===== src/rtl/tcba_pkg.sv =====
// ============================================================================
// Task CPU binding allocator package
// Shared constants, register indexes, mode codes, types and helper functions.
// ============================================================================
`default_nettype none

package tcba_pkg;

    localparam int MAX_CPUS = 64;

    localparam int CFG_IDX_W = 3;

    localparam logic [CFG_IDX_W-1:0] REG_BIND_MODE      = 3'd0;
    localparam logic [CFG_IDX_W-1:0] REG_ONE_THREAD     = 3'd1;
    localparam logic [CFG_IDX_W-1:0] REG_AVAILABLE_MASK = 3'd2;
    localparam logic [CFG_IDX_W-1:0] REG_NODE_CPUS      = 3'd3;
    localparam logic [CFG_IDX_W-1:0] REG_CORES_PER_SOCK = 3'd4;
    localparam logic [CFG_IDX_W-1:0] REG_SOCKET_TOTAL   = 3'd5;
    localparam logic [CFG_IDX_W-1:0] REG_THREADS_PER_CORE = 3'd6;
    localparam logic [CFG_IDX_W-1:0] REG_THREADS_WANTED = 3'd7;

    localparam logic [1:0] MODE_ALL    = 2'd0;
    localparam logic [1:0] MODE_RANK   = 2'd1;
    localparam logic [1:0] MODE_SOCKET = 2'd2;

    typedef struct packed {
        logic [1:0]  bind_mode;
        logic        one_thread_per_core;
        logic [63:0] available_mask;
        logic [6:0]  node_cpus;
        logic [6:0]  socket_cores;
        logic [6:0]  socket_total;
        logic [3:0]  threads_per_core;
        logic [6:0]  threads_wanted;
    } t_cfg;

    typedef struct packed {
        logic [63:0] cpu_set;
        logic        fell_back_all;
        logic        bits_dropped;
    } t_result;

    function automatic logic [63:0] all_bits();
        if (MAX_CPUS >= 64) begin
            return '1;
        end
        return (64'(1) << MAX_CPUS) - 64'(1);
    endfunction

    function automatic logic [6:0] at_least_one(input logic [6:0] v);
        return (v == 7'd0) ? 7'd1 : v;
    endfunction

    function automatic logic [3:0] thread_limit(input logic [3:0] tpc);
        logic [3:0] h;
        h = (tpc == 4'd0) ? 4'd1 : tpc;
        return (h > 4'd8) ? 4'd8 : h;
    endfunction

    // Fallback set: one thread of every core of the node, or every thread.
    function automatic logic [63:0] pin_mask(input logic otpc, input logic [6:0] node);
        logic [63:0] low;
        low = (node >= 7'd64) ? '1 : ((64'(1) << node[5:0]) - 64'(1));
        return otpc ? (low & all_bits()) : all_bits();
    endfunction

    function automatic logic pin_drop(input logic otpc, input logic [6:0] node);
        return otpc && (node > 7'(MAX_CPUS));
    endfunction

endpackage

`default_nettype wire


===== src/rtl/tcba_req_if.sv =====
// ============================================================================
// Request channel
// Valid/ready channel that carries one binding request per transaction.
// ============================================================================
`default_nettype none

interface tcba_req_if;
    logic valid;
    logic ready;
    logic start_over;

    modport source (output valid, output start_over, input ready);
    modport sink   (input valid, input start_over, output ready);
endinterface

`default_nettype wire


===== src/rtl/tcba_res_if.sv =====
// ============================================================================
// Result channel
// Valid/ready channel that carries one CPU set per transaction.
// ============================================================================
`default_nettype none

interface tcba_res_if;
    logic        valid;
    logic        ready;
    logic [63:0] cpu_set;
    logic        fell_back_all;
    logic        bits_dropped;

    modport source (output valid, output cpu_set, output fell_back_all,
                    output bits_dropped, input ready);
    modport sink   (input valid, input cpu_set, input fell_back_all,
                    input bits_dropped, output ready);
endinterface

`default_nettype wire


===== src/rtl/task_cpu_binding_allocator.sv =====
// ============================================================================
// Task CPU binding allocator
// Picks the CPU set for the next task on a node in all, rank or socket mode.
// ============================================================================
// All mode and socket overflow go from idle straight to the output state.
// Rank mode walks one core per cycle, pass after pass over the node's cores.
// Socket mode walks the cores too and stops on each chosen core to add its threads.
// One request is in work at a time; the next is taken while a result waits.
// Synchronous reset: cursor to none, thread level 0, registers to defaults.
`default_nettype none

module task_cpu_binding_allocator (
    input  wire logic                              i_clk,
    input  wire logic                              i_rst_n,
    input  wire logic                              i_cfg_we,
    input  wire logic [tcba_pkg::CFG_IDX_W-1:0]    i_cfg_idx,
    input  wire logic [63:0]                       i_cfg_data,
    tcba_req_if.sink                               i_req,
    tcba_res_if.source                             o_res
);

    tcba_pkg::t_cfg    r_cfg;
    tcba_pkg::t_result res;
    logic              idle;
    logic              res_valid;

    always_ff @(posedge i_clk) begin
        if (!i_rst_n) begin
            r_cfg.bind_mode           <= tcba_pkg::MODE_RANK;
            r_cfg.one_thread_per_core <= 1'b0;
            r_cfg.available_mask      <= '0;
            r_cfg.node_cpus           <= 7'd1;
            r_cfg.socket_cores        <= 7'd1;
            r_cfg.socket_total        <= 7'd1;
            r_cfg.threads_per_core    <= 4'd1;
            r_cfg.threads_wanted      <= 7'd1;
        end else if (i_cfg_we) begin
            unique case (i_cfg_idx)
                tcba_pkg::REG_BIND_MODE:        r_cfg.bind_mode <= i_cfg_data[1:0];
                tcba_pkg::REG_ONE_THREAD:       r_cfg.one_thread_per_core <= i_cfg_data[0];
                tcba_pkg::REG_AVAILABLE_MASK:   r_cfg.available_mask <= i_cfg_data;
                tcba_pkg::REG_NODE_CPUS:        r_cfg.node_cpus <= i_cfg_data[6:0];
                tcba_pkg::REG_CORES_PER_SOCK:   r_cfg.socket_cores <= i_cfg_data[6:0];
                tcba_pkg::REG_SOCKET_TOTAL:     r_cfg.socket_total <= i_cfg_data[6:0];
                tcba_pkg::REG_THREADS_PER_CORE: r_cfg.threads_per_core <= i_cfg_data[3:0];
                tcba_pkg::REG_THREADS_WANTED:   r_cfg.threads_wanted <= i_cfg_data[6:0];
                default: begin
                end
            endcase
        end
    end

    tcba_seq u_seq (
        .i_clk        (i_clk),
        .i_rst_n      (i_rst_n),
        .i_cfg        (r_cfg),
        .i_start      (i_req.valid && idle),
        .i_start_over (i_req.start_over),
        .o_idle       (idle),
        .o_res_valid  (res_valid),
        .i_res_ready  (o_res.ready),
        .o_res        (res)
    );

    assign i_req.ready         = idle;
    assign o_res.valid         = res_valid;
    assign o_res.cpu_set       = res.cpu_set;
    assign o_res.fell_back_all = res.fell_back_all;
    assign o_res.bits_dropped  = res.bits_dropped;

endmodule

`default_nettype wire


===== src/rtl/tcba_bit_unit.sv =====
// ============================================================================
// Thread bit unit
// Maps a core and a thread level to a hardware thread bit and flags indexes
// that fall outside the CPU set.
// ============================================================================
`default_nettype none

module tcba_bit_unit (
    input  wire logic [6:0]  i_core,
    input  wire logic [2:0]  i_mult,
    input  wire logic [6:0]  i_node,
    output logic      [63:0] o_bit,
    output logic             o_drop
);

    logic [9:0] prod;
    logic [9:0] idx;
    logic       in_range;

    assign prod     = 10'(i_mult) * 10'(i_node);
    assign idx      = prod + 10'(i_core);
    assign in_range = idx < 10'(tcba_pkg::MAX_CPUS);
    assign o_bit    = in_range ? (64'(1) << idx[5:0]) : '0;
    assign o_drop   = !in_range;

endmodule

`default_nettype wire


===== src/rtl/tcba_seq.sv =====
// ============================================================================
// Binding sequencer
// Walks the cores one per cycle in rank or socket mode (socket mode waits while it adds a chosen core's
// threads), drives the shared thread bit unit and holds the cursor, thread level and result register.
// ============================================================================
`default_nettype none

module tcba_seq (
    input  wire logic             i_clk,
    input  wire logic             i_rst_n,
    input  wire tcba_pkg::t_cfg   i_cfg,
    input  wire logic             i_start,
    input  wire logic             i_start_over,
    output logic                  o_idle,
    output logic                  o_res_valid,
    input  wire logic             i_res_ready,
    output tcba_pkg::t_result     o_res
);

    localparam logic [2:0] ST_IDLE = 3'd0;
    localparam logic [2:0] ST_RANK = 3'd1;
    localparam logic [2:0] ST_SOCK = 3'd2;
    localparam logic [2:0] ST_THR  = 3'd3;
    localparam logic [2:0] ST_SFIN = 3'd4;
    localparam logic [2:0] ST_OUT  = 3'd5;

    logic [2:0]        r_state, n_state;
    logic              r_cur_vld, n_cur_vld;
    logic [6:0]        r_cur, n_cur;
    logic [2:0]        r_level, n_level;
    logic [6:0]        r_c, n_c;
    logic [6:0]        r_found, n_found;
    logic [63:0]       r_acc, n_acc;
    logic              r_drop, n_drop;
    logic              r_fell, n_fell;
    logic [6:0]        r_pos, n_pos;
    logic [6:0]        r_sock, n_sock;
    logic              r_us_vld, n_us_vld;
    logic [6:0]        r_us, n_us;
    logic [7:0]        r_cap, n_cap;
    logic [2:0]        r_t, n_t;
    logic              r_ovld, n_ovld;
    tcba_pkg::t_result r_ores, n_ores;

    logic [6:0]  want;
    logic [6:0]  cps;
    logic [3:0]  hw;
    logic        core_free;
    logic [2:0]  mult;
    logic [63:0] u_bit;
    logic        u_drop;
    logic [2:0]  lvl_next;
    logic        pos_wrap;
    logic [6:0]  pos_next;
    logic [6:0]  sock_next;
    logic        cap_hit;
    logic [13:0] sock_cap;
    logic        wrap;
    logic        found_last;
    logic        new_sock;
    logic        adv;

    assign want      = tcba_pkg::at_least_one(i_cfg.threads_wanted);
    assign cps       = tcba_pkg::at_least_one(i_cfg.socket_cores);
    assign hw        = tcba_pkg::thread_limit(i_cfg.threads_per_core);
    assign core_free = (r_c < 7'd64) && i_cfg.available_mask[r_c[5:0]];
    assign mult      = (r_state == ST_THR) ? r_t : ((r_state == ST_RANK) ? r_level : 3'd0);
    assign lvl_next  = ((4'(r_level) + 4'd1) >= hw) ? 3'd0 : (r_level + 3'd1);
    assign pos_wrap  = (8'(r_pos) + 8'd1) == 8'(cps);
    assign pos_next  = pos_wrap ? 7'd0 : (r_pos + 7'd1);
    assign sock_next = pos_wrap ? (r_sock + 7'd1) : r_sock;
    assign cap_hit   = r_cap >= 8'(want);
    assign sock_cap  = 14'(cps) * 14'(i_cfg.socket_total);
    assign wrap      = r_cur_vld && ((8'(r_cur) + 8'd1) >= 8'(i_cfg.node_cpus));
    assign found_last = (8'(r_found) + 8'd1) == 8'(want);
    assign new_sock  = r_us_vld && (r_sock != r_us);

    tcba_bit_unit u_bit_unit (
        .i_core (r_c),
        .i_mult (mult),
        .i_node (i_cfg.node_cpus),
        .o_bit  (u_bit),
        .o_drop (u_drop)
    );

    always_comb begin
        n_state   = r_state;
        n_cur_vld = r_cur_vld;
        n_cur     = r_cur;
        n_level   = r_level;
        n_c       = r_c;
        n_found   = r_found;
        n_acc     = r_acc;
        n_drop    = r_drop;
        n_fell    = r_fell;
        n_pos     = r_pos;
        n_sock    = r_sock;
        n_us_vld  = r_us_vld;
        n_us      = r_us;
        n_cap     = r_cap;
        n_t       = r_t;
        n_ovld    = r_ovld && !i_res_ready;
        n_ores    = r_ores;
        adv       = 1'b0;

        unique case (r_state)
            ST_IDLE: begin
                if (i_start) begin
                    n_acc   = '0;
                    n_drop  = 1'b0;
                    n_fell  = 1'b0;
                    n_c     = '0;
                    n_found = '0;
                    if (i_start_over) begin
                        n_cur_vld = 1'b0;
                        n_level   = '0;
                    end
                    unique case (i_cfg.bind_mode)
                        tcba_pkg::MODE_ALL: begin
                            n_acc   = tcba_pkg::all_bits();
                            n_state = ST_OUT;
                        end
                        tcba_pkg::MODE_SOCKET: begin
                            if (14'(want) > sock_cap) begin
                                n_acc   = tcba_pkg::pin_mask(i_cfg.one_thread_per_core,
                                                             i_cfg.node_cpus);
                                n_drop  = tcba_pkg::pin_drop(i_cfg.one_thread_per_core,
                                                             i_cfg.node_cpus);
                                n_fell  = 1'b1;
                                n_state = ST_OUT;
                            end else begin
                                n_pos    = '0;
                                n_sock   = '0;
                                n_us_vld = 1'b0;
                                n_cap    = 8'(cps);
                                n_state  = ST_SOCK;
                            end
                        end
                        default: begin
                            if (i_cfg.one_thread_per_core) begin
                                n_level = '0;
                            end
                            n_state = ST_RANK;
                        end
                    endcase
                end
            end
            ST_RANK: begin
                if (r_c >= i_cfg.node_cpus) begin
                    if (r_found == 7'd0 && !r_cur_vld) begin
                        n_state = ST_OUT;
                    end else begin
                        n_cur_vld = 1'b0;
                        n_level   = i_cfg.one_thread_per_core ? 3'd0 : lvl_next;
                        n_c       = '0;
                    end
                end else begin
                    if ((!r_cur_vld || r_cur < r_c) && core_free) begin
                        n_acc     = r_acc | u_bit;
                        n_drop    = r_drop | u_drop;
                        n_cur     = r_c;
                        n_cur_vld = 1'b1;
                        n_found   = r_found + 7'd1;
                        if (found_last) begin
                            n_state = ST_OUT;
                        end
                    end
                    n_c = r_c + 7'd1;
                end
            end
            ST_SOCK: begin
                if (r_c >= i_cfg.node_cpus) begin
                    n_state = ST_SFIN;
                end else if ((r_cur_vld && r_c <= r_cur) || !core_free) begin
                    adv = 1'b1;
                end else if (new_sock && cap_hit) begin
                    n_state = ST_SFIN;
                end else begin
                    if (new_sock) begin
                        n_cap = r_cap + 8'(cps);
                    end
                    n_acc     = r_acc | u_bit;
                    n_drop    = r_drop | u_drop;
                    n_us_vld  = 1'b1;
                    n_us      = r_sock;
                    n_cur     = r_c;
                    n_cur_vld = 1'b1;
                    if (!i_cfg.one_thread_per_core && hw > 4'd1) begin
                        n_t     = 3'd1;
                        n_state = ST_THR;
                    end else begin
                        adv = 1'b1;
                    end
                end
            end
            ST_THR: begin
                n_acc  = r_acc | u_bit;
                n_drop = r_drop | u_drop;
                if ((4'(r_t) + 4'd1) >= hw) begin
                    adv     = 1'b1;
                    n_state = ST_SOCK;
                end else begin
                    n_t = r_t + 3'd1;
                end
            end
            ST_SFIN: begin
                if (!r_us_vld) begin
                    n_acc  = r_acc | tcba_pkg::pin_mask(i_cfg.one_thread_per_core,
                                                        i_cfg.node_cpus);
                    n_drop = r_drop | tcba_pkg::pin_drop(i_cfg.one_thread_per_core,
                                                         i_cfg.node_cpus);
                    n_fell = 1'b1;
                end
                if (wrap) begin
                    n_cur_vld = 1'b0;
                end
                n_state = ST_OUT;
            end
            ST_OUT: begin
                if (!r_ovld || i_res_ready) begin
                    n_ovld                = 1'b1;
                    n_ores.cpu_set        = r_acc & tcba_pkg::all_bits();
                    n_ores.fell_back_all  = r_fell;
                    n_ores.bits_dropped   = r_drop;
                    n_state               = ST_IDLE;
                end
            end
            default: begin
                n_state = ST_IDLE;
            end
        endcase

        if (adv) begin
            n_c    = r_c + 7'd1;
            n_pos  = pos_next;
            n_sock = sock_next;
        end
    end

    always_ff @(posedge i_clk) begin
        if (!i_rst_n) begin
            r_state   <= ST_IDLE;
            r_cur_vld <= 1'b0;
            r_level   <= '0;
            r_ovld    <= 1'b0;
        end else begin
            r_state   <= n_state;
            r_cur_vld <= n_cur_vld;
            r_level   <= n_level;
            r_ovld    <= n_ovld;
        end
    end

    always_ff @(posedge i_clk) begin
        r_cur    <= n_cur;
        r_c      <= n_c;
        r_found  <= n_found;
        r_acc    <= n_acc;
        r_drop   <= n_drop;
        r_fell   <= n_fell;
        r_pos    <= n_pos;
        r_sock   <= n_sock;
        r_us_vld <= n_us_vld;
        r_us     <= n_us;
        r_cap    <= n_cap;
        r_t      <= n_t;
        r_ores   <= n_ores;
    end

    assign o_idle      = (r_state == ST_IDLE);
    assign o_res_valid = r_ovld;
    assign o_res       = r_ores;

endmodule

`default_nettype wire


===== src/flat_wrapper.sv =====
// flat-port wrapper written by rule: the top's interface ports become plain ports
module task_cpu_binding_allocator_flat 
  (i_clk, i_rst_n, i_cfg_we, i_cfg_idx, i_cfg_data, i_req_valid, i_req_start_over, i_req_ready, o_res_valid, o_res_cpu_set, o_res_fell_back_all, o_res_bits_dropped, o_res_ready);
  tcba_req_if i_req_i ();
  tcba_res_if o_res_i ();
  input  wire logic i_clk;
  input  wire logic i_rst_n;
  input  wire logic i_cfg_we;
  input  wire logic [tcba_pkg::CFG_IDX_W-1:0] i_cfg_idx;
  input  wire logic [63:0] i_cfg_data;
  input wire logic [$bits(i_req_i.valid)-1:0] i_req_valid;
  input wire logic [$bits(i_req_i.start_over)-1:0] i_req_start_over;
  output wire logic [$bits(i_req_i.ready)-1:0] i_req_ready;
  output wire logic [$bits(o_res_i.valid)-1:0] o_res_valid;
  output wire logic [$bits(o_res_i.cpu_set)-1:0] o_res_cpu_set;
  output wire logic [$bits(o_res_i.fell_back_all)-1:0] o_res_fell_back_all;
  output wire logic [$bits(o_res_i.bits_dropped)-1:0] o_res_bits_dropped;
  input wire logic [$bits(o_res_i.ready)-1:0] o_res_ready;
  assign i_req_i.valid = i_req_valid;
  assign i_req_i.start_over = i_req_start_over;
  assign i_req_ready = i_req_i.ready;
  assign o_res_valid = o_res_i.valid;
  assign o_res_cpu_set = o_res_i.cpu_set;
  assign o_res_fell_back_all = o_res_i.fell_back_all;
  assign o_res_bits_dropped = o_res_i.bits_dropped;
  assign o_res_i.ready = o_res_ready;
  task_cpu_binding_allocator u_core (.i_clk(i_clk), .i_rst_n(i_rst_n), .i_cfg_we(i_cfg_we), .i_cfg_idx(i_cfg_idx), .i_cfg_data(i_cfg_data), .i_req(i_req_i), .o_res(o_res_i));
endmodule

===== config.mk =====
export PLATFORM = sky130hd
export DESIGN_NAME = task_cpu_binding_allocator_flat
export DESIGN_NICKNAME = d
export VERILOG_FILES = /design/src/rtl/tcba_pkg.sv /design/src/rtl/tcba_req_if.sv /design/src/rtl/tcba_res_if.sv /design/src/rtl/task_cpu_binding_allocator.sv /design/src/rtl/tcba_bit_unit.sv /design/src/rtl/tcba_seq.sv /design/src/flat_wrapper.sv
export SDC_FILE = /design/constraint.sdc
export NUM_CORES = 1
export LEC_CHECK = 0
export ABC_CLOCK_PERIOD_IN_PS = 17600
export BUFFER_PORTS_ARGS = -buffer_cell sky130_fd_sc_hd__buf_2
export CORE_ASPECT_RATIO = 1.1
export CORE_MARGIN = 2
export CORE_UTILIZATION = 50
export DETAILED_ROUTE_END_ITERATION = 8
export HOLD_SLACK_MARGIN = 0.03
export PLACE_DENSITY = 0.64
export RECOVER_POWER = 25
export REMOVE_ABC_BUFFERS = 1
export SLEW_MARGIN = 25
export SYNTH_ARGS = -nofsm -noshare
export SYNTH_HDL_FRONTEND = slang
export SYNTH_HIERARCHICAL = 1
export SYNTH_SLANG_ARGS = --single-unit

===== constraint.sdc =====
create_clock -name i_clk -period 17.6 [get_ports i_clk]
set_input_delay 3.52 -clock i_clk [delete_from_list [all_inputs] [get_ports i_clk]]
set_output_delay 3.52 -clock i_clk [all_outputs]
set_load 0.1 [all_outputs]

# --- Word level (Yosys, flattened, before mapping) ---
# Index checks and enable logic that the tools add are counted.
word_totals:
  regBits: 293
  wordCells: 290
  inputBits: 73
op_classes:
  n_lt_le_gt_ge: 15
  n_shift: 2
  n_addsub: 14
  n_eq_ne: 44
  multipliers: 2
  reduce_logical: 62
  bitwise: 7
  mux: 117
ops:
  columns: ["operator", "n"]
  rows:
  - ["2-to-1 mux 64 bit", 11]
  - ["one-hot mux 64 bit (5 select lines)", 1]
  - ["2-to-1 mux 7 bit", 21]
  - ["bitwise OR 64 bit", 2]
  - ["one-hot mux 64 bit (2 select lines)", 1]
  - ["<< shifter 1 x 6 -> 64 bit, first input constant", 2]
  - ["2-to-1 mux 3 bit", 27]
  - ["subtractor 64 x 1 -> 64 bit, second input constant", 1]
  - ["2-to-1 mux 8 bit", 7]
  - ["one-hot mux 7 bit (2 select lines)", 3]
  - ["inequality test 2 bit, second input constant", 17]
  - ["2-to-1 mux 1 bit", 33]
  - ["adder 7 x 1 -> 7 bit, second input constant", 4]
  - ["adder 7 x 1 -> 8 bit, second input constant", 3]
  - ["AND reduction 8 bit", 3]
  - ["logical NOT 7 bit", 3]
  - ["equality test 3 bit, second input constant", 6]
  - ["one-hot mux 3 bit (2 select lines)", 3]
  - ["one-hot mux 3 bit (6 select lines)", 1]
  - ["AND reduction 2 bit", 9]
  - ["equality test 8 x 7 -> 1 bit", 2]
  - [">= comparator 8 x 7 -> 1 bit", 2]
  - ["one-hot mux 8 bit (2 select lines)", 1]
  - ["AND reduction 4 bit", 4]
  - ["50 further kinds", 96]

# --- Longest topological paths before layout ---
logic_depth:
  ltp_word: 13
  mapped_depth: 27
  mapped_depth_nobuf: 24

# --- Cells and area by module ---
# The synthesis kept the hierarchy.
modules_own_cells:
  columns: ["mod", "seq_area_each_um2", "instances", "cells_each", "area_each_um2"]
  rows:
  - ["tcba_seq", 5745.5, 1, 1493, 14211.1]
  - ["task_cpu_binding_allocator", 1981.9, 1, 402, 3866.2]
  - ["tcba_bit_unit", 0.0, 1, 212, 1363.8]

# --- Worst setup path before layout ---
# Ideal clock, no wire load.
synth_timing:
  kind: "input port to flip-flop"
  from: "in i_req_valid"
  to: "reg u_core.u_seq.r_acc[0], enable pin"
  n_path_buf: 1
  t_arrival_ps: 7052
  setup_time_ps: 511
  slack_ps: 10037
  path_stages: 4
  required_ps: 17089
  cell_sequence: "and2_1 > clkbuf_1 > a21oi_1 > o22ai_1"
synth_between:
  elab_chain_len: 3
synth_lines:
  columns: ["item", "line_no", "source"]
  rows:
  - ["start: declaration", "flat_wrapper.sv:11", "input wire logic [$bits(i_req_i.valid)-1:0] i_req_valid;"]
  - ["logical AND 1 bit", "task_cpu_binding_allocator.sv:57", ".i_start (i_req.valid && idle),"]
  - ["inequality test 2 bit (no source line)", null, null]
  - ["AND reduction 8 bit (no source line)", null, null]
  - ["end signal: assignment", "tcba_seq.sv:258", "r_acc <= n_acc;"]
  - ["end: declaration", "tcba_seq.sv:33", "logic [63:0] r_acc, n_acc;"]
# Every way passes these cells.
# A chain may end at the register's enable or synchronous reset.

# --- Worst setup path in the final report ---
layout_timing:
  from: "reg u_core/r_cfg[23] (netlist bit)"
  to: "reg u_core.u_seq.r_sock[1], enable pin"
layout_between:
  elab_chain_len: 6
layout_lines:
  columns: ["item", "line_no", "source"]
  rows:
  - ["start: declaration", "task_cpu_binding_allocator.sv:22", "tcba_pkg::t_cfg r_cfg;"]
  - ["logical NOT 7 bit", "tcba_pkg.sv:51", "return (v == 7'd0) ? 7'd1 : v;"]
  - ["2-to-1 mux 7 bit *", "tcba_pkg.sv:51", null]
  - ["multiplier 7 x 7 -> 14 bit", "tcba_seq.sv:73", "assign sock_cap = 14'(cps) * 14'(i_cfg.socket_total);"]
  - ["greater-than comparator 7 x 14 -> 1 bit", "tcba_seq.sv:124", "if (14'(want) > sock_cap) begin"]
  - ["inequality test 2 bit (no source line)", null, null]
  - ["AND reduction 5 bit (no source line) *", null, null]
  - ["end signal: assignment", "tcba_seq.sv:262", "r_sock <= n_sock;"]
  - ["end: declaration", "tcba_seq.sv:37", "logic [6:0] r_sock, n_sock;"]
# Every way passes the cells marked *; elsewhere a longest branch is shown, timed or not.

==> key figures <==
Global routing
  – Largest net degree at the start of global routing: 105
  – Initial antenna violation count: 0
  – Gr usage total: 27.21%
  – Global route overflow: 0
  – Vias in the first global route: between 15,000 and 20,000
  – First-pass GRT wire length: ~87,000 µm

Power and ir drop
  – PwrDens: approximately 130 nW/µm²
  – LEAKAGE: about 8.4 nW
  – Max VDD drop: around 0.095 mV
  – Total power: 2.756 mW

Timing
  – Max-slew headroom: -82.11%
  – Final Critical Period: between 7 and 8 ns
  – Final hold violation count: 0
  – Worst slew pin tran: approximately 2.7 ns
  – Endpoints failing setup: 0
  – Setup Skew: roughly 0.028 ns
  – Top achievable clock speed: about 140 MHz
  – Final TNS setup: 0 ns
  – Final Worst Setup Slack: ~11 ns
  – Final Max Slew Viols: roughly 130
  – Final period util: 40.17%
  – RSZ-0062 raised after global routing: false

Critical path
  – Crit-path max FO: 13
  – Worst Path Buf+Inv: 4
  – Critical path class: reg -> reg
  – Crit-path max cell delay: between 0.5 and 0.6 ns
  – Most Frequent Cell on Critical Path: fa_1
  – Worst Setup Start Kind: register
  – Worst-path cell chain: nor2_1, a31oi_1, clkinv_1, nand2_1, fa_1, fa_1, inv_1, fa_1, inv_1, fa_1, inv_1, ha_1, xnor2_1, ha_1, o21ai_0, a32oi_1, o221ai_1, a2111oi_0, o2111a_1, nand2_1, nand4_1, o21ai_1
  – Delay-heaviest family, CP: adder cells
  – Crit end category: register
  – Critical-path top delay cell: dfxtp_1
  – Crit path arrival time: 7.30 ns
  – Required @ worst endpoint: ~18 ns

Die
  – Die area: roughly 40,000 µm²
  – Core box area: around 38,000 µm²
  – Starting Density: between 50% and 60%
  – Die span in y: approximately 210 µm
  – Io pins: between 100 and 150
  – Chip width: about 190 µm
  – Num rows: 75

Detailed routing
  – Initial DRC count: 1,476
  – DRT antenna net count: 0
  – 1st-pass router iterations: 6
  – Routed wire per std cell: between 20 and 25 µm
  – DRC Markers: 0
  – WL final: 55,700 µm
  – Via/cell ratio: 5.996
  – Via count: approximately 16,000

Clocking
  – Post-CTS setup buffer count: 0
  – TritonCTS Sinks: 293
  – CTS Buf Count: 31
  – Clock transition at the registers of the reported paths: ~0.060 ns
  – CTS max path bufs: 3
  – Post-CTS sizing: 0
  – TritonCTS clock tree: yes
  – Worst skew pair latency: roughly 0.6 ns
  – Clk Tree Root Cell: clkbuf_16
  – CTS H-tree lvls: 1
  – Hold_buf cts: 0

Yosys
  – Post-synth cell types: 98
  – Post-synth EDFFs: between 150 and 200
  – Sequential area share after synthesis: just under 40%
  – Top post-synthesis cells by area: edfxtp_1 (29%), dfxtp_1 (11%), ha_1 (6.8%), mux2i_1 (6.3%), nand2_1 (5.1%)
  – Yosys top cell by area: edfxtp_1
  – YS warnings: 6
  – Syn avg cell area: 9.227 µm²
  – Post-synth ARST share: 0%
  – Syn Std Cell Area: slightly below 20,000 µm²
  – Post-synth top area share: 28.73%
  – Synth Instances: between 2,000 and 2,500
  – Seq cells post-synth: around 290
  – Ys flop type: edfxtp_1

Placed design
  – GP Congestion: approximately 0.97
  – Placed cells: 2,633
  – Dpl hpwl: 39,930 µm
  – Place WS: roughly 11 ns
  – Port bufs: 140

Layout
  – Cell Count, Final, Fillers Out: about 2,700
  – Layout Nets: between 2,000 and 2,500
  – # diodes: 0
  – Area growth, synth to finish: 10.32%
  – Layout cells sized above 1: 11.68%
  – Core Util, Final: ~56%

Run
  – Maxcap violations: 3

Outcome
  – Failing checks: capacitance limit, slew limit
  – Outcome: finished, violations left

Min path
  – HP Class: reg -> reg
-- cells in the mapped netlist (24+ instances only) --
| cell | instances |
|---|---|
| nor3_1 | 44 |
| xor2_1 | 33 |
| xnor2_1 | 39 |
| mux2i_1 | 122 |
| a21oi_1 | 84 |
| o211ai_1 | 24 |
| and2_1 | 56 |
| inv_1 | 97 |
| o21ai_0 | 153 |
| nor2b_1 | 29 |
| dfxtp_1 | 107 |
| nand2_1 | 266 |
| fa_1 | 36 |
| nor2_1 | 234 |
| ha_1 | 105 |
| nand3_1 | 53 |
| clkbuf_1 | 98 |
| edfxtp_1 | 186 |
-- kinds of logic (layout without fill, tap and decap cells) --
kind of cell | after synthesis | after routing | synth area share (%)
adders and majority gates | 141 | 141 | 10.46
muxes | 134 | 134 | 7.556
AOI/OAI and AO/OA | 449 | 449 | 15.25
and+or+nand+nor | 779 | 779 | 18.52
xor gates and xnor gates | 73 | 73 | 3.327
DFF | 293 | 293 | 39.75
buffers and inverters | 238 | 323 | 5.142
-- report_power, final --
part / leakage, nW / internal (mW) / switching, mW
clock network: 0.526 / 0.414 / 0.292
logic: 5.30 / 0.290 / 0.670
registers: 2.55 / 0.963 / 0.127
total: 8.38 / 1.67 / 1.09
-- layout by cell type (no fill, tap or decap), types with 7 or more instances in the layout --
master and count:
mux2i_1 122, nand4b_1 9, nand2_1 266, buf_4 21, nor2_1 231, fa_1 36
nor3_1 44, o21a_1 7, xnor2_1 38, a211oi_1 14, and3_1 16, a2111oi_0 7
a21oi_1 83, nand4_1 19, clkbuf_16 31, dfxtp_1 107, a31oi_1 17, nor2b_1 29
a22oi_1 8, nand2b_1 13, o211ai_1 24, inv_1 97, o21ai_0 153, xor2_1 33
or2_2 7, and2_1 55, a21o_1 15, o21bai_1 11, edfxtp_1 186, buf_2 139
o221ai_1 23, ha_1 105, nand3_1 53
-- layer usage --
metal  GRT usage (%)  routed length [µm]  up-vias  share of wire [%]
met5               0                   0        -                  0
met4           11.74                2539        0                4.6
met3           2.991                3300      134                5.9
met2           45.40               26530      633                 48
met1           35.85               23330     7702                 42
li1                -                   -     7673                  -
-- final cells by class --
type	count	area (µm²)
fill	3487	16840
multi-input combinational	1576	10730
sequential	293	7727
timing repair buffer	165	895.9
clock buffer	32	779.5
tap	500	625.6
inverter	100	375.4
clock inverter	26	317.8
-- metrics by stage --
| stage | cell area, µm² | hold slack (ns) |
|---|---|---|
| after floorplan | 18820 | 0.4003 |
| final | 21450 | 0.4545 |
| after detailed placement | 20380 | 0.4376 |
| after global placement | 20370 | 0.4392 |
| after CTS | 21470 | 0.4551 |
| after global routing | 21450 | 0.4686 |
-- worst register-to-register path: stages, from the launching register on --
cell and delay [ns]:
dfxtp_1 0.58, nor2_1 0.10, a31oi_1 0.35, clkinv_1 0.30, nand2_1 0.18, fa_1 0.44, fa_1 0.54, inv_1 0.05
fa_1 0.53, inv_1 0.05, fa_1 0.53, inv_1 0.04, ha_1 0.39, xnor2_1 0.17, ha_1 0.29, o21ai_0 0.09
a32oi_1 0.16, o221ai_1 0.15, a2111oi_0 0.47, o2111a_1 0.36, nand2_1 0.34, nand4_1 0.30, o21ai_1 0.31
-- worst paths after layout --
path | slack [ns] | endpoint | depth (start not counted) | startpoint
max | 10.53 | u_core/u_seq/r_sock[1]$_SDFFCE_PN0P_ | 22 | u_core/r_cfg[23]$_SDFFE_PN0P_
min reg2reg | 0.45 | u_core/r_cfg[80]$_SDFFE_PN0P_ | 2 | u_core/r_cfg[80]$_SDFFE_PN0P_
max reg2reg | 10.53 | u_core/u_seq/r_sock[1]$_SDFFCE_PN0P_ | 22 | u_core/r_cfg[23]$_SDFFE_PN0P_
min | 0.45 | u_core/r_cfg[80]$_SDFFE_PN0P_ | 2 | u_core/r_cfg[80]$_SDFFE_PN0P_
-- state kept, by name, indices dropped and copies added, names as in the netlist --
name	count
u_core/r_cfg	99
u_core/u_seq/o_res	66
u_core/u_seq/r_acc	64
u_core/u_seq/r_cap	8
u_core/u_seq/r_c	7
u_core/u_seq/r_cur	7
u_core/u_seq/r_found	7
u_core/u_seq/r_pos	7
u_core/u_seq/r_sock	7
u_core/u_seq/r_us	7
u_core/u_seq/r_level	3
u_core/u_seq/r_state	3
u_core/u_seq/r_t	3
u_core/u_seq/o_res_valid	1
u_core/u_seq/r_cur_vld	1
u_core/u_seq/r_drop	1
u_core/u_seq/r_fell	1
u_core/u_seq/r_us_vld	1
Note: power is estimated with default switching activity, not from simulation.
